==> src/sv/hfm_pkg.sv <==
// ----------------------------------------------------------------------------
// hfm_pkg: shared types and constants of the heartbeat failure monitor
// Opcodes, notice kinds, failure marks, register indexes and the structs
// that link the sequencer to the row of host cells.
// ----------------------------------------------------------------------------
package hfm_pkg;

  // sizes fixed by the beat fields
  localparam int unsigned HFM_HOSTS      = 16;
  localparam int unsigned HOST_W         = 4;
  localparam int unsigned MASK_W         = 16;
  localparam int unsigned INTERVAL_W     = 16;
  localparam int unsigned MISS_W         = 8;
  localparam int unsigned TIME_W         = 32;
  localparam int unsigned CFG_W          = 16;
  localparam int unsigned CFG_IDX_W      = 2;

  // register reset values
  localparam logic [INTERVAL_W-1:0] RESET_INTERVAL   = INTERVAL_W'(10);
  localparam logic [MISS_W-1:0]     RESET_MAX_MISSES = MISS_W'(3);

  typedef enum logic [2:0] {
    OP_ALIVE     = 3'd0,
    OP_HEARTBEAT = 3'd1,
    OP_CHECK     = 3'd2,
    OP_PING_ACK  = 3'd3,
    OP_FAIL_ACK  = 3'd4
  } opcode_e;

  typedef enum logic [1:0] {
    KIND_PING   = 2'd0,
    KIND_FAILED = 2'd1,
    KIND_REPEAT = 2'd2
  } notice_e;

  typedef enum logic [1:0] {
    MARK_NONE    = 2'd0,
    MARK_UNACKED = 2'd1,
    MARK_ACKED   = 2'd2
  } mark_e;

  typedef enum logic [CFG_IDX_W-1:0] {
    CFG_MASK       = 2'd0,
    CFG_INTERVAL   = 2'd1,
    CFG_MAX_MISSES = 2'd2
  } cfg_idx_e;

  typedef enum logic [1:0] {
    ST_IDLE  = 2'd0,
    ST_SWEEP = 2'd1,
    ST_FLUSH = 2'd2
  } state_e;

  // configuration registers
  typedef struct packed {
    logic [MASK_W-1:0]     mask;
    logic [INTERVAL_W-1:0] interval;
    logic [MISS_W-1:0]     max_misses;
  } cfg_t;

  // tick under way
  typedef struct packed {
    logic              check;
    logic [TIME_W-1:0] now;
  } sweep_t;

  // single-host event, valid for one cycle
  typedef struct packed {
    logic              valid;
    opcode_e           op;
    logic [HOST_W-1:0] host;
    logic [TIME_W-1:0] now;
  } dir_t;

  // notice raised by the cell holding the token
  typedef struct packed {
    logic              hit;
    notice_e           kind;
    logic [HOST_W-1:0] id;
  } res_t;

endpackage

==> src/sv/hfm_cell.sv <==
// ----------------------------------------------------------------------------
// hfm_cell: state of one monitored host
// Holds last-heard time, miss count, in-flight mark and failure mark, takes
// single-host events directly and handles a tick while it holds the token.
// ----------------------------------------------------------------------------
module hfm_cell #(
  parameter int unsigned IDX = 0
) (
  input  logic           clk_i,
  input  logic           rst_ni,
  input  logic           tok_i,
  input  logic           adv_i,
  input  logic           en_i,
  input  hfm_pkg::cfg_t   cfg_i,
  input  hfm_pkg::sweep_t sweep_i,
  input  hfm_pkg::dir_t   dir_i,
  output logic           tok_o,
  output hfm_pkg::res_t   res_o
);
  import hfm_pkg::*;

  logic              tok_q;
  logic [TIME_W-1:0] heard_q, heard_d;
  logic [MISS_W-1:0] miss_q, miss_d;
  logic              infl_q, infl_d;
  mark_e             mark_q, mark_d;

  logic              match;
  logic [TIME_W-1:0] age;
  logic              ping;
  logic [MISS_W-1:0] miss_inc;
  logic              fail;

  assign match = dir_i.valid && (32'(dir_i.host) == 32'(IDX));

  // tick evaluation for this host
  assign age      = sweep_i.now - heard_q;
  assign ping     = en_i && !(age < TIME_W'(cfg_i.interval));
  assign miss_inc = (miss_q == '1) ? miss_q : miss_q + MISS_W'(1);
  assign fail     = infl_q && (miss_inc >= cfg_i.max_misses) && (mark_q != MARK_ACKED);

  always_comb begin
    res_o    = '0;
    res_o.id = HOST_W'(IDX);
    if (tok_q) begin
      if (sweep_i.check) begin
        res_o.hit  = fail;
        res_o.kind = (mark_q == MARK_UNACKED) ? KIND_REPEAT : KIND_FAILED;
      end else begin
        res_o.hit  = ping;
        res_o.kind = KIND_PING;
      end
    end
  end

  // state update
  always_comb begin
    heard_d = heard_q;
    miss_d  = miss_q;
    infl_d  = infl_q;
    mark_d  = mark_q;
    if (tok_q && adv_i) begin
      if (sweep_i.check) begin
        if (infl_q) begin
          miss_d = miss_inc;
          if (fail) begin
            mark_d = MARK_UNACKED;
          end
        end
        infl_d = 1'b0;
      end else begin
        infl_d = ping;
      end
    end else if (match) begin
      case (dir_i.op)
        OP_ALIVE: begin
          if (en_i) begin
            heard_d = dir_i.now;
          end
        end
        OP_PING_ACK: begin
          miss_d = '0;
          infl_d = 1'b0;
        end
        OP_FAIL_ACK: mark_d = MARK_ACKED;
        default: ;
      endcase
    end
  end

  always_ff @(posedge clk_i or negedge rst_ni) begin
    if (!rst_ni) begin
      tok_q   <= 1'b0;
      heard_q <= '0;
      miss_q  <= '0;
      infl_q  <= 1'b0;
      mark_q  <= MARK_NONE;
    end else begin
      if (adv_i) begin
        tok_q <= tok_i;
      end
      heard_q <= heard_d;
      miss_q  <= miss_d;
      infl_q  <= infl_d;
      mark_q  <= mark_d;
    end
  end

  assign tok_o = tok_q;

endmodule

==> src/sv/hfm_ctrl.sv <==
// ----------------------------------------------------------------------------
// hfm_ctrl: sequencer of the heartbeat failure monitor
// Holds configuration, launches the token for ticks, and queues notices
// through a pending stage and the output register to mark the final beat.
// ----------------------------------------------------------------------------
module hfm_ctrl (
  input  logic                          clk_i,
  input  logic                          rst_ni,
  input  logic                          in_valid_i,
  output logic                          in_stall_o,
  input  logic [2:0]                    in_opcode_i,
  input  logic [hfm_pkg::HOST_W-1:0]    in_host_index_i,
  input  logic [hfm_pkg::TIME_W-1:0]    in_now_time_i,
  input  logic                          cfg_we_i,
  input  logic [hfm_pkg::CFG_IDX_W-1:0] cfg_idx_i,
  input  logic [hfm_pkg::CFG_W-1:0]     cfg_wdata_i,
  output logic                          out_valid_o,
  input  logic                          out_stall_i,
  output logic [hfm_pkg::HOST_W-1:0]    out_host_id_o,
  output logic [1:0]                    out_notice_kind_o,
  output logic                          out_last_of_run_o,
  input  hfm_pkg::res_t                 res_i,
  input  logic                          last_tok_i,
  output logic                          start_o,
  output logic                          adv_o,
  output hfm_pkg::cfg_t                 cfg_o,
  output hfm_pkg::sweep_t               sweep_o,
  output hfm_pkg::dir_t                 dir_o
);
  import hfm_pkg::*;

  state_e state_q, state_d;
  cfg_t   cfg_q;
  sweep_t sweep_q, sweep_d;

  logic              pend_vld_q, pend_vld_d;
  res_t              pend_q, pend_d;
  logic              out_vld_q, out_vld_d;
  logic [HOST_W-1:0] out_id_q, out_id_d;
  notice_e           out_kind_q, out_kind_d;
  logic              out_last_q, out_last_d;

  logic    accept;
  logic    out_free;
  opcode_e op;

  assign op       = opcode_e'(in_opcode_i);
  assign accept   = in_valid_i && (state_q == ST_IDLE);
  assign out_free = !out_vld_q || !out_stall_i;

  // configuration writes
  always_ff @(posedge clk_i or negedge rst_ni) begin
    if (!rst_ni) begin
      cfg_q.mask       <= '0;
      cfg_q.interval   <= RESET_INTERVAL;
      cfg_q.max_misses <= RESET_MAX_MISSES;
    end else if (cfg_we_i) begin
      case (cfg_idx_e'(cfg_idx_i))
        CFG_MASK:       cfg_q.mask       <= cfg_wdata_i[MASK_W-1:0];
        CFG_INTERVAL:   cfg_q.interval   <= cfg_wdata_i[INTERVAL_W-1:0];
        CFG_MAX_MISSES: cfg_q.max_misses <= cfg_wdata_i[MISS_W-1:0];
        default: ;
      endcase
    end
  end

  // next state, token launch and notice queue
  always_comb begin
    state_d    = state_q;
    sweep_d    = sweep_q;
    pend_vld_d = pend_vld_q;
    pend_d     = pend_q;
    out_vld_d  = out_vld_q && out_stall_i;
    out_id_d   = out_id_q;
    out_kind_d = out_kind_q;
    out_last_d = out_last_q;
    start_o    = 1'b0;
    dir_o      = '0;
    adv_o      = !(res_i.hit && pend_vld_q && !out_free);

    case (state_q)
      ST_IDLE: begin
        if (accept) begin
          if (op == OP_HEARTBEAT || op == OP_CHECK) begin
            start_o       = 1'b1;
            sweep_d.check = (op == OP_CHECK);
            sweep_d.now   = in_now_time_i;
            state_d       = ST_SWEEP;
          end else begin
            dir_o.valid = 1'b1;
            dir_o.op    = op;
            dir_o.host  = in_host_index_i;
            dir_o.now   = in_now_time_i;
          end
        end
      end
      ST_SWEEP: begin
        if (res_i.hit && adv_o) begin
          if (pend_vld_q) begin
            out_vld_d  = 1'b1;
            out_id_d   = pend_q.id;
            out_kind_d = pend_q.kind;
            out_last_d = 1'b0;
          end
          pend_vld_d = 1'b1;
          pend_d     = res_i;
        end
        if (last_tok_i && adv_o) begin
          state_d = ST_FLUSH;
        end
      end
      ST_FLUSH: begin
        if (!pend_vld_q) begin
          state_d = ST_IDLE;
        end else if (out_free) begin
          out_vld_d  = 1'b1;
          out_id_d   = pend_q.id;
          out_kind_d = pend_q.kind;
          out_last_d = 1'b1;
          pend_vld_d = 1'b0;
          state_d    = ST_IDLE;
        end
      end
      default: state_d = ST_IDLE;
    endcase
  end

  always_ff @(posedge clk_i or negedge rst_ni) begin
    if (!rst_ni) begin
      state_q    <= ST_IDLE;
      pend_vld_q <= 1'b0;
      out_vld_q  <= 1'b0;
    end else begin
      state_q    <= state_d;
      pend_vld_q <= pend_vld_d;
      out_vld_q  <= out_vld_d;
    end
  end

  // payload registers
  always_ff @(posedge clk_i) begin
    sweep_q    <= sweep_d;
    pend_q     <= pend_d;
    out_id_q   <= out_id_d;
    out_kind_q <= out_kind_d;
    out_last_q <= out_last_d;
  end

  assign in_stall_o        = (state_q != ST_IDLE);
  assign out_valid_o       = out_vld_q;
  assign out_host_id_o     = out_id_q;
  assign out_notice_kind_o = out_kind_q;
  assign out_last_of_run_o = out_last_q;
  assign cfg_o             = cfg_q;
  assign sweep_o           = sweep_q;

endmodule

==> src/sv/heartbeat_failure_monitor.sv <==
// ----------------------------------------------------------------------------
// heartbeat_failure_monitor: liveness tracking for a set of hosts
// A row of host cells with a token walking through it on ticks, plus a
// sequencer that holds configuration and orders the notices.
//
//   channel | direction | handshake            | beat
//   in      | input     | in_valid_i/in_stall_o | opcode, host index, time
//   out     | output    | out_valid_o/out_stall_i | host id, notice kind, last
//   cfg     | input     | cfg_we_i             | register index, data
//
// single-host events do not stall the input; the block stays ready for the next beat
// after a tick the input stays stalled while the token crosses the cell row,
// then through the flush state that hands over the final notice
// an output stall while a notice waits holds the token and prolongs the input stall
// reset clears all host state and loads the register defaults at once
// ----------------------------------------------------------------------------
module heartbeat_failure_monitor #(
  parameter int unsigned HOSTS = hfm_pkg::HFM_HOSTS
) (
  input  logic                          clk_i,
  input  logic                          rst_ni,
  input  logic                          in_valid_i,
  output logic                          in_stall_o,
  input  logic [2:0]                    in_opcode_i,
  input  logic [hfm_pkg::HOST_W-1:0]    in_host_index_i,
  input  logic [hfm_pkg::TIME_W-1:0]    in_now_time_i,
  input  logic                          cfg_we_i,
  input  logic [hfm_pkg::CFG_IDX_W-1:0] cfg_idx_i,
  input  logic [hfm_pkg::CFG_W-1:0]     cfg_wdata_i,
  output logic                          out_valid_o,
  input  logic                          out_stall_i,
  output logic [hfm_pkg::HOST_W-1:0]    out_host_id_o,
  output logic [1:0]                    out_notice_kind_o,
  output logic                          out_last_of_run_o
);
  import hfm_pkg::*;

  logic        start;
  logic        adv;
  cfg_t        cfg;
  sweep_t      sweep;
  dir_t        dir;
  res_t        res_any;
  logic [HOSTS:0] tok;
  res_t        res [HOSTS];

  assign tok[0] = start;

  // row of host cells, token handed one cell per cycle while adv is high
  for (genvar i = 0; i < HOSTS; i++) begin : g_cell
    logic en;
    if (i < MASK_W) begin : g_en
      assign en = cfg.mask[i];
    end else begin : g_off
      assign en = 1'b0;
    end

    hfm_cell #(
      .IDX (i)
    ) u_cell (
      .clk_i   (clk_i),
      .rst_ni  (rst_ni),
      .tok_i   (tok[i]),
      .adv_i   (adv),
      .en_i    (en),
      .cfg_i   (cfg),
      .sweep_i (sweep),
      .dir_i   (dir),
      .tok_o   (tok[i+1]),
      .res_o   (res[i])
    );
  end

  // only the token holder raises a notice
  always_comb begin
    res_any = '0;
    for (int i = 0; i < HOSTS; i++) begin
      if (res[i].hit) begin
        res_any = res_any | res[i];
      end
    end
  end

  hfm_ctrl u_ctrl (
    .clk_i             (clk_i),
    .rst_ni            (rst_ni),
    .in_valid_i        (in_valid_i),
    .in_stall_o        (in_stall_o),
    .in_opcode_i       (in_opcode_i),
    .in_host_index_i   (in_host_index_i),
    .in_now_time_i     (in_now_time_i),
    .cfg_we_i          (cfg_we_i),
    .cfg_idx_i         (cfg_idx_i),
    .cfg_wdata_i       (cfg_wdata_i),
    .out_valid_o       (out_valid_o),
    .out_stall_i       (out_stall_i),
    .out_host_id_o     (out_host_id_o),
    .out_notice_kind_o (out_notice_kind_o),
    .out_last_of_run_o (out_last_of_run_o),
    .res_i             (res_any),
    .last_tok_i        (tok[HOSTS]),
    .start_o           (start),
    .adv_o             (adv),
    .cfg_o             (cfg),
    .sweep_o           (sweep),
    .dir_o             (dir)
  );

endmodule

==> config.mk <==
export PLATFORM = sky130hd
export DESIGN_NAME = heartbeat_failure_monitor
export DESIGN_NICKNAME = d
export VERILOG_FILES = /design/src/sv/hfm_pkg.sv /design/src/sv/hfm_cell.sv /design/src/sv/hfm_ctrl.sv /design/src/sv/heartbeat_failure_monitor.sv
export SDC_FILE = /design/constraint.sdc
export NUM_CORES = 2
export LEC_CHECK = 0
export BUFFER_PORTS_ARGS = -buffer_cell sky130_fd_sc_hd__buf_2
export CAP_MARGIN = 0
export CELL_PAD_IN_SITES_DETAIL_PLACEMENT = 0
export CELL_PAD_IN_SITES_GLOBAL_PLACEMENT = 1
export CORE_MARGIN = 8
export CORE_UTILIZATION = 28
export DETAILED_ROUTE_END_ITERATION = 10
export PLACE_DENSITY = 0.51
export SLEW_MARGIN = 10
export SYNTH_ARGS = -nofsm -noshare
export SYNTH_HDL_FRONTEND = slang
export SYNTH_SLANG_ARGS = --single-unit
==> constraint.sdc <==
create_clock -name clk_i -period 15 [get_ports clk_i]
set_input_delay 3 -clock clk_i [delete_from_list [all_inputs] [get_ports clk_i]]
set_output_delay 3 -clock clk_i [all_outputs]
set_load 0.02 [all_outputs]
Word level (Yosys, flattened, before mapping)
Cells that the tools add are included.

word-level totals
  register bits after elaboration = 794
  output and inout bits = 9
  word-level logic and storage cells = 859
  input port bits = 62

operators by class
  add/sub/neg operators = 32
  mux-type cells = 311
  equal/unequal tests = 127
  bitwise gates (word level) = 31
  reductions and logical operators = 233
  order comparisons = 32

operator list
  operator                                                number
  2-to-1 mux 8 bit                                        81
  less-than comparator 32 x 16 -> 1 bit                   16
  subtractor 32 bit                                       16
  2-to-1 mux 2 bit                                        106
  AND reduction 4 bit                                     33
  adder 8 x 1 -> 8 bit (second input constant)            16
  equality test 8 bit (second input constant)             16
  greater-or-equal comparator 8 bit                       16
  2-to-1 mux 40 bit                                       3
  2-to-1 mux 7 bit                                        16
  inequality test 2 x 1 -> 1 bit (second input constant)  53
  OR 7 bit                                                15
  nonzero test 2 bit                                      50
  2-to-1 mux 3 bit                                        32
  logical AND 1 bit                                       85
  AND reduction 5 bit                                     17
  2-to-1 mux 1 bit                                        63
  AND reduction 2 bit                                     21
  equality test 2 x 1 -> 1 bit (second input constant)    18
  inequality test 2 bit (second input constant)           18
  equality test 4 bit (second input constant)             8
  logical NOT 1 bit                                       20
  equality test 4 x 3 -> 1 bit (second input constant)    4
  2-to-1 mux 4 bit                                        4
  17 further kinds                                        39

Longest topological paths before layout
  depth after elaboration = 44
  gate-level depth with buffers = 32
  depth with buffers taken out = 29

Modules after synthesis
Synthesis repeated with hierarchy kept, for this count alone.

second synthesis, totals
  cells, all modules = 9407
  area total of the unflattened synthesis = 76315.7 µm²

modules (own cells, without submodules)
  module                            cells each  sequential area each (µm²)  area an instance (µm²)  times used
  hfm_cell (g_cell[10].u_cell ...)  556         1101.1                      4610.7                  3
  hfm_cell (g_cell[11].u_cell ...)  589         1101.1                      4548.1                  2
  hfm_cell (g_cell[1].u_cell ...)   589         1101.1                      4546.9                  2
  hfm_cell (g_cell[3].u_cell ...)   589         1101.1                      4545.6                  2
  hfm_cell (g_cell[13].u_cell ...)  555         1101.1                      4379.2                  2
  hfm_cell (g_cell[12].u_cell)      532         1101.1                      4569.4                  1
  hfm_cell (g_cell[15].u_cell)      588         1101.1                      4543.1                  1
  hfm_cell (g_cell[8].u_cell)       579         1101.1                      4499.3                  1
  hfm_cell (g_cell[9].u_cell)       568         1101.1                      4476.8                  1
  hfm_cell (g_cell[0].u_cell)       553         1101.1                      4377.9                  1
  hfm_ctrl                          216         2487.4                      3488.3                  1
  heartbeat_failure_monitor         59          0.0                         489.2                   1

Worst setup path before layout
No wires, ideal clock.

  path type = register to register
  start = register u_ctrl.sweep_q, in the netlist u_ctrl.sweep_o[1]
  end = register g_cell[15].u_cell.heard_q[10]
  arrival = 7146 ps
  library setup time = 125 ps
  clock period less this slack = 7271 ps
  path buffers = 2
  path slack = 7729 ps
  data required time = 14875 ps
  cell stages (with the launch flop) = 24
  cells stage by stage = edfxtp_1 fa_1 a211oi_1 nor4b_1 nor2_1 o31ai_1 xor2_1 ha_1 a21o_1 a21oi_1 nor2b_1 or4_1 nor4_1 o311ai_0 or4_1 o311ai_1 o2111ai_1 nor4b_1 nand2_1 o31ai_4 buf_4 a21o_1 buf_4 mux2_2

between the ends
  word-level cells in the longest chain between the ends = 43
  elaborated cells on any way between the ends = 133
  those cells by class = add/sub: 16; order compare: 16; mux: 48; bitwise: 16; reduce/logical: 37

RTL lines
  what                                      RTL line                         RTL
  start, declared                           hfm_ctrl.sv:34                   sweep_t sweep_q, sweep_d;
  start signal, assigned                    hfm_ctrl.sv:142                  sweep_q <= sweep_d;
  subtractor 32 bit                         hfm_cell.sv:37                   assign age = sweep_i.now - heard_q;
  less-than comparator 32 x 16 -> 1 bit     hfm_cell.sv:38                   assign ping = en_i && !(age < TIME_W'(cfg_i.interval));
  logical NOT 1 bit                         hfm_cell.sv:38
  logical AND 1 bit                         hfm_cell.sv:38
  2-to-1 mux 3 bit                          hfm_cell.sv:46                   if (sweep_i.check) begin
  2-to-1 mux 3 bit                          hfm_cell.sv:45                   if (tok_q) begin
  2-to-1 mux 7 bit                          heartbeat_failure_monitor.sv:78  if (res[i].hit) begin
  OR 7 bit                                  heartbeat_failure_monitor.sv:79  res_any = res_any | res[i];
  [... 26 more ...]                         n/a
  2-to-1 mux 7 bit                          heartbeat_failure_monitor.sv:78
  OR 7 bit                                  heartbeat_failure_monitor.sv:79
  2-to-1 mux 7 bit (*)                      heartbeat_failure_monitor.sv:78
  logical AND 1 bit (*) (2 in a row)        hfm_ctrl.sv:79                   adv_o = !(res_i.hit && pend_vld_q && !out_free);
  logical NOT 1 bit (*)                     hfm_ctrl.sv:79
  logical AND 1 bit (*)                     hfm_cell.sv:62                   if (tok_q && adv_i) begin
  inverter 1 bit (no source line) (*)       n/a
  AND reduction 4 bit (no source line) (*)  n/a
  end signal, assigned                      hfm_cell.sv:102                  heard_q <= heard_d;
  end, declared                             hfm_cell.sv:23                   logic [TIME_W-1:0] heard_q, heard_d;

Every way passes the cells marked *; elsewhere a longest branch is shown, timed or not.
A chain may end at the register's enable or synchronous reset.

Final worst setup path
  start = register u_ctrl.sweep_q, in the netlist u_ctrl.sweep_o[2]
  end = register g_cell[3].u_cell.heard_q[24]

between the ends
  word-level cells in the longest chain between the ends = 43
  elaborated cells on any way between the ends = 133
  those cells by class = add/sub: 16; order compare: 16; mux: 48; bitwise: 16; reduce/logical: 37

RTL lines
  what                                      RTL line
  subtractor 32 bit                         hfm_cell.sv:37
  less-than comparator 32 x 16 -> 1 bit     hfm_cell.sv:38
  logical NOT 1 bit                         hfm_cell.sv:38
  logical AND 1 bit                         hfm_cell.sv:38
  2-to-1 mux 3 bit                          hfm_cell.sv:46
  2-to-1 mux 3 bit                          hfm_cell.sv:45
  2-to-1 mux 7 bit                          heartbeat_failure_monitor.sv:78
  OR 7 bit                                  heartbeat_failure_monitor.sv:79
  [... 26 more ...]                         n/a
  2-to-1 mux 7 bit                          heartbeat_failure_monitor.sv:78
  OR 7 bit                                  heartbeat_failure_monitor.sv:79
  2-to-1 mux 7 bit (*)                      heartbeat_failure_monitor.sv:78
  logical AND 1 bit (*) (2 in a row)        hfm_ctrl.sv:79
  logical NOT 1 bit (*)                     hfm_ctrl.sv:79
  logical AND 1 bit (*)                     hfm_cell.sv:62
  inverter 1 bit (no source line) (*)       n/a
  AND reduction 4 bit (no source line) (*)  n/a
  end signal, assigned                      hfm_cell.sv:102
  end, declared                             hfm_cell.sv:23

Marked as above.

==> results_dict.tcl <==
set metrics [dict create \
    syn-instance-count 8550 \
    synthToLayoutAreaGrowth_pct 11.9 \
    track_usage_pct 21.4 \
    ir_drop_mv 0.126 \
    fin_skew_ns 0.0402 \
    vias 66700 \
    synth_largest_area_cell "dfrtp_1" \
    path_buf_inv 3 \
    cp_common_cell "buf_4" \
    worst_setup_path_end_kind "register" \
    drive_gt1_share_pct 12.6 \
    p_per_area_mw_per_mm2 122 \
    min_period_ns 9.57 \
    setup_tns_ns 0 \
    fin_ws_ns 5.43 \
    core_mm2 0.262 \
    gp_congestion 0.875 \
    io_pins 71 \
    via_per_inst 5.47 \
    grt_pass1_vias 65300 \
    cp_slowest_stage_delay_ns 0.94 \
    grt_pass1_wl_um 451000 \
    cap_violations 0 \
    clk_pin_slew_ns 0.06 \
    synth_ff_type "dfrtp_1" \
    crit_required_ns 15.64 \
    clk_latency_ns 0.78 \
    initial_core_util_pct 28.1 \
    tightest_slew_ns 1.37 \
    crit_start "u_ctrl.sweep_o[2]" \
    dpl.hpwl_um 218000 \
    port_buffers 70 \
    synth_top_area_share_pct 25.3 \
    synth_area_leaders "dfrtp_1, ha_1, mux2_2" \
    synth_area_mm2 0.0736 \
    initialDrtViolationCount 5128 \
    clock-root-buffer "clkbuf_16" \
    dpl_worst_slack_ns 5.68 \
    holdCritStartpoint "u_ctrl.pend_q[4]" \
    synthArstFlopShare_pct 94.2 \
    drt_wl_total_um 309000 \
    post-cts-setup-buffers 0 \
    cts_tree "built" \
    die_x_um 529 \
    dr.pass1.iters 5 \
    hold_viol_final 0 \
    finalSetupViolCount 0 \
    cts.sinks 794 \
    antenna_found_initial 44 \
    power_leakage_nw 34.9 \
    cts_made_buffers 107 \
    worstPathCellList "buf_4 -> ha_1 -> a211oi_1 -> nor4b_1 -> nor2_1 -> o31ai_1 -> xor2_1 -> ha_1 -> a21o_1 -> a21oi_1 -> nor2b_1 -> or4_1 -> nor4_1 -> o311ai_0 -> or4_1 -> o311ai_1 -> o2111ai_1 -> nor4b_1 -> nand2_1 -> o31ai_4 -> buf_4 -> buf_4 -> a21oi_4 -> mux2_1" \
    drtAntennaViolNets 0 \
    r2r_start "u_ctrl.sweep_o[2]" \
    critPathArrivalTime_ns 10.21 \
    max_slew_margin_pct 7.60 \
    synth_edf_count 46 \
    route.detailed.drc 0 \
    holdBufCountCts 0 \
    overflow 0 \
    outcome "complete, no violations" \
    nFillCells 27800 \
    grt_max_degree 131 \
    crit_family "simple AND/OR/NAND/NOR gates" \
    drv_slew 0 \
    synth_area_per_cell_um2 8.61 \
    ctsResizeCount 0 \
    path_class "reg -> reg" \
    fmax_mhz 104 \
    ys_warn_count 0 \
    htree_num_levels 3 \
    cp_slowest_cell "edfxtp_1" \
    fin_crit_sh_pct 63.8 \
    wl_per_cell_um 25.3 \
    cts_buffer_depth 3 \
    start_kind "register" \
    cp_max_fo 37 \
    hp-class "reg -> reg" \
    synth_cell_type_count 89 \
    yosys_register_bits 794 \
    synth_nets 9511 \
    rows 188 \
    yosysSeqAreaShare_pct 27.3 \
    rsz0062_at_grt "false" \
    nNetsFinal 9536 \
    die_y_um 529 \
    fp.dieArea_mm2 0.279 \
]
[sequential cells by signal, indices dropped and copies added (netlist names), 6 cells and up]
name,cells
u_ctrl.pend_q,6
g_cell.u_cell.tok_o,16
g_cell.u_cell.infl_q,16
g_cell.u_cell.heard_q,512
g_cell.u_cell.miss_q,128
g_cell.u_cell.mark_q,32
u_ctrl.cfg_o,40
u_ctrl.sweep_o,33
[synth_stat cells (all sizes together) (35+ instances only)]
cell and number:
mux2 562, nand2b 97, nand2 641, and3 76, o21a 131, dfrtp 744
nor2b 88, ha 883, edfxtp 46, nor2 457, and2 90, nor4 43
o21bai 62, clkbuf 221, inv 700, a211oi 104, xor2 136, or3 43
nor3 145, o31ai 66, o21ai 524, nand4 187, a2111oi 38, a21oi 741
o2bb2ai 83, o2111ai 35, a21o 263, xnor2 246, a31oi 79, nand3 238
o211ai 99, buf 81
[path summary, 6_finish.rpt]
path	to	slack, ns	cells after the start
hold / removal	u_ctrl.out_notice_kind_o[0]	0.42	0
setup / recovery	g_cell[3].u_cell.heard_q[24]	5.43	24
setup reg to reg	g_cell[3].u_cell.heard_q[24]	5.43	24
max in group asynchronous	u_ctrl.cfg_o[30]	9.84	4
hold reg to reg	u_ctrl.out_notice_kind_o[0]	0.42	0
min in group asynchronous	g_cell[11].u_cell.heard_q[30]	2.21	1
[per-layer routing]
metal	up-vias	GRT usage (%)	part of all wire [%]
met5	-	0	0.0029
met4	2	6.18	3.4
met3	354	2.48	4.7
met2	1679	34.8	45
met1	33100	29.9	47
li1	31600	-	-
[final cells by class]
cell class / count / area, µm² / area share, %
antenna: 17 / 42.5 / 0.0517
clock inverter: 63 / 747 / 0.907
timing repair buffer: 218 / 1500 / 1.82
tap: 3515 / 4400 / 5.34
clock buffer: 138 / 2960 / 3.60
sequential: 794 / 20100 / 24.4
multi-input combinational: 6754 / 50000 / 60.7
inverter: 700 / 2630 / 3.19
[power breakdown]
group	leakage (nW)	switching (mW)	internal, mW
Sequential	10.5	0.236	2.45
Clock	1.80	1.14	1.61
Combinational	22.6	2.89	1.74
Total	34.9	4.27	5.81
[cells in the final DEF, fill, tap and decap left out, types with 69 or more instances in the layout]
cell type	netlist	layout
ha_1	883	883
nor2_1	457	455
dfrtp_1	744	744
o21ai_0	519	519
o21a_1	131	131
buf_2	37	69
a31oi_1	79	77
xnor2_1	246	246
buf_4	7	146
nand2_1	641	641
a21o_1	263	263
nand3_1	238	238
nor3_1	145	145
o2bb2ai_1	83	83
a21oi_1	740	731
xor2_1	136	136
mux2_2	547	547
nand2b_1	97	97
clkbuf_16	0	107
inv_1	700	691
nand4_1	187	187
a211oi_1	104	98
and2_1	52	72
o211ai_1	99	99
nor2b_1	88	88
and3_1	76	76
[cells by family (layout without fill, tap and decap cells)]
family / count (synthesis) / in the layout / synth area share (%)
AOI/OAI and AO/OA: 2595 / 2595 / 23.0
and+or+nand+nor: 2282 / 2282 / 15.4
buffers and inverters: 1002 / 1119 / 5.21
adders and majority gates: 899 / 899 / 15.5
DFF: 794 / 794 / 27.3
muxes: 596 / 596 / 9.06
xor gates and xnor gates: 382 / 382 / 4.55
other: 0 / 17 / 0
[stage by stage]
step	hold slack, ns	instance area [µm²]	power [mW]	std cells	util, %
floorplan	0.400	73600	5.76	8550	-
global placement	0.413	78600	7.31	12000	30.0
detailed placement	0.405	78600	7.34	12000	30.0
CTS	0.418	82300	10.2	12200	31.4
global route	0.438	82300	10.8	12200	31.4
finish	0.418	82400	10.1	12200	31.5
Power figures use the tool's default switching activity.
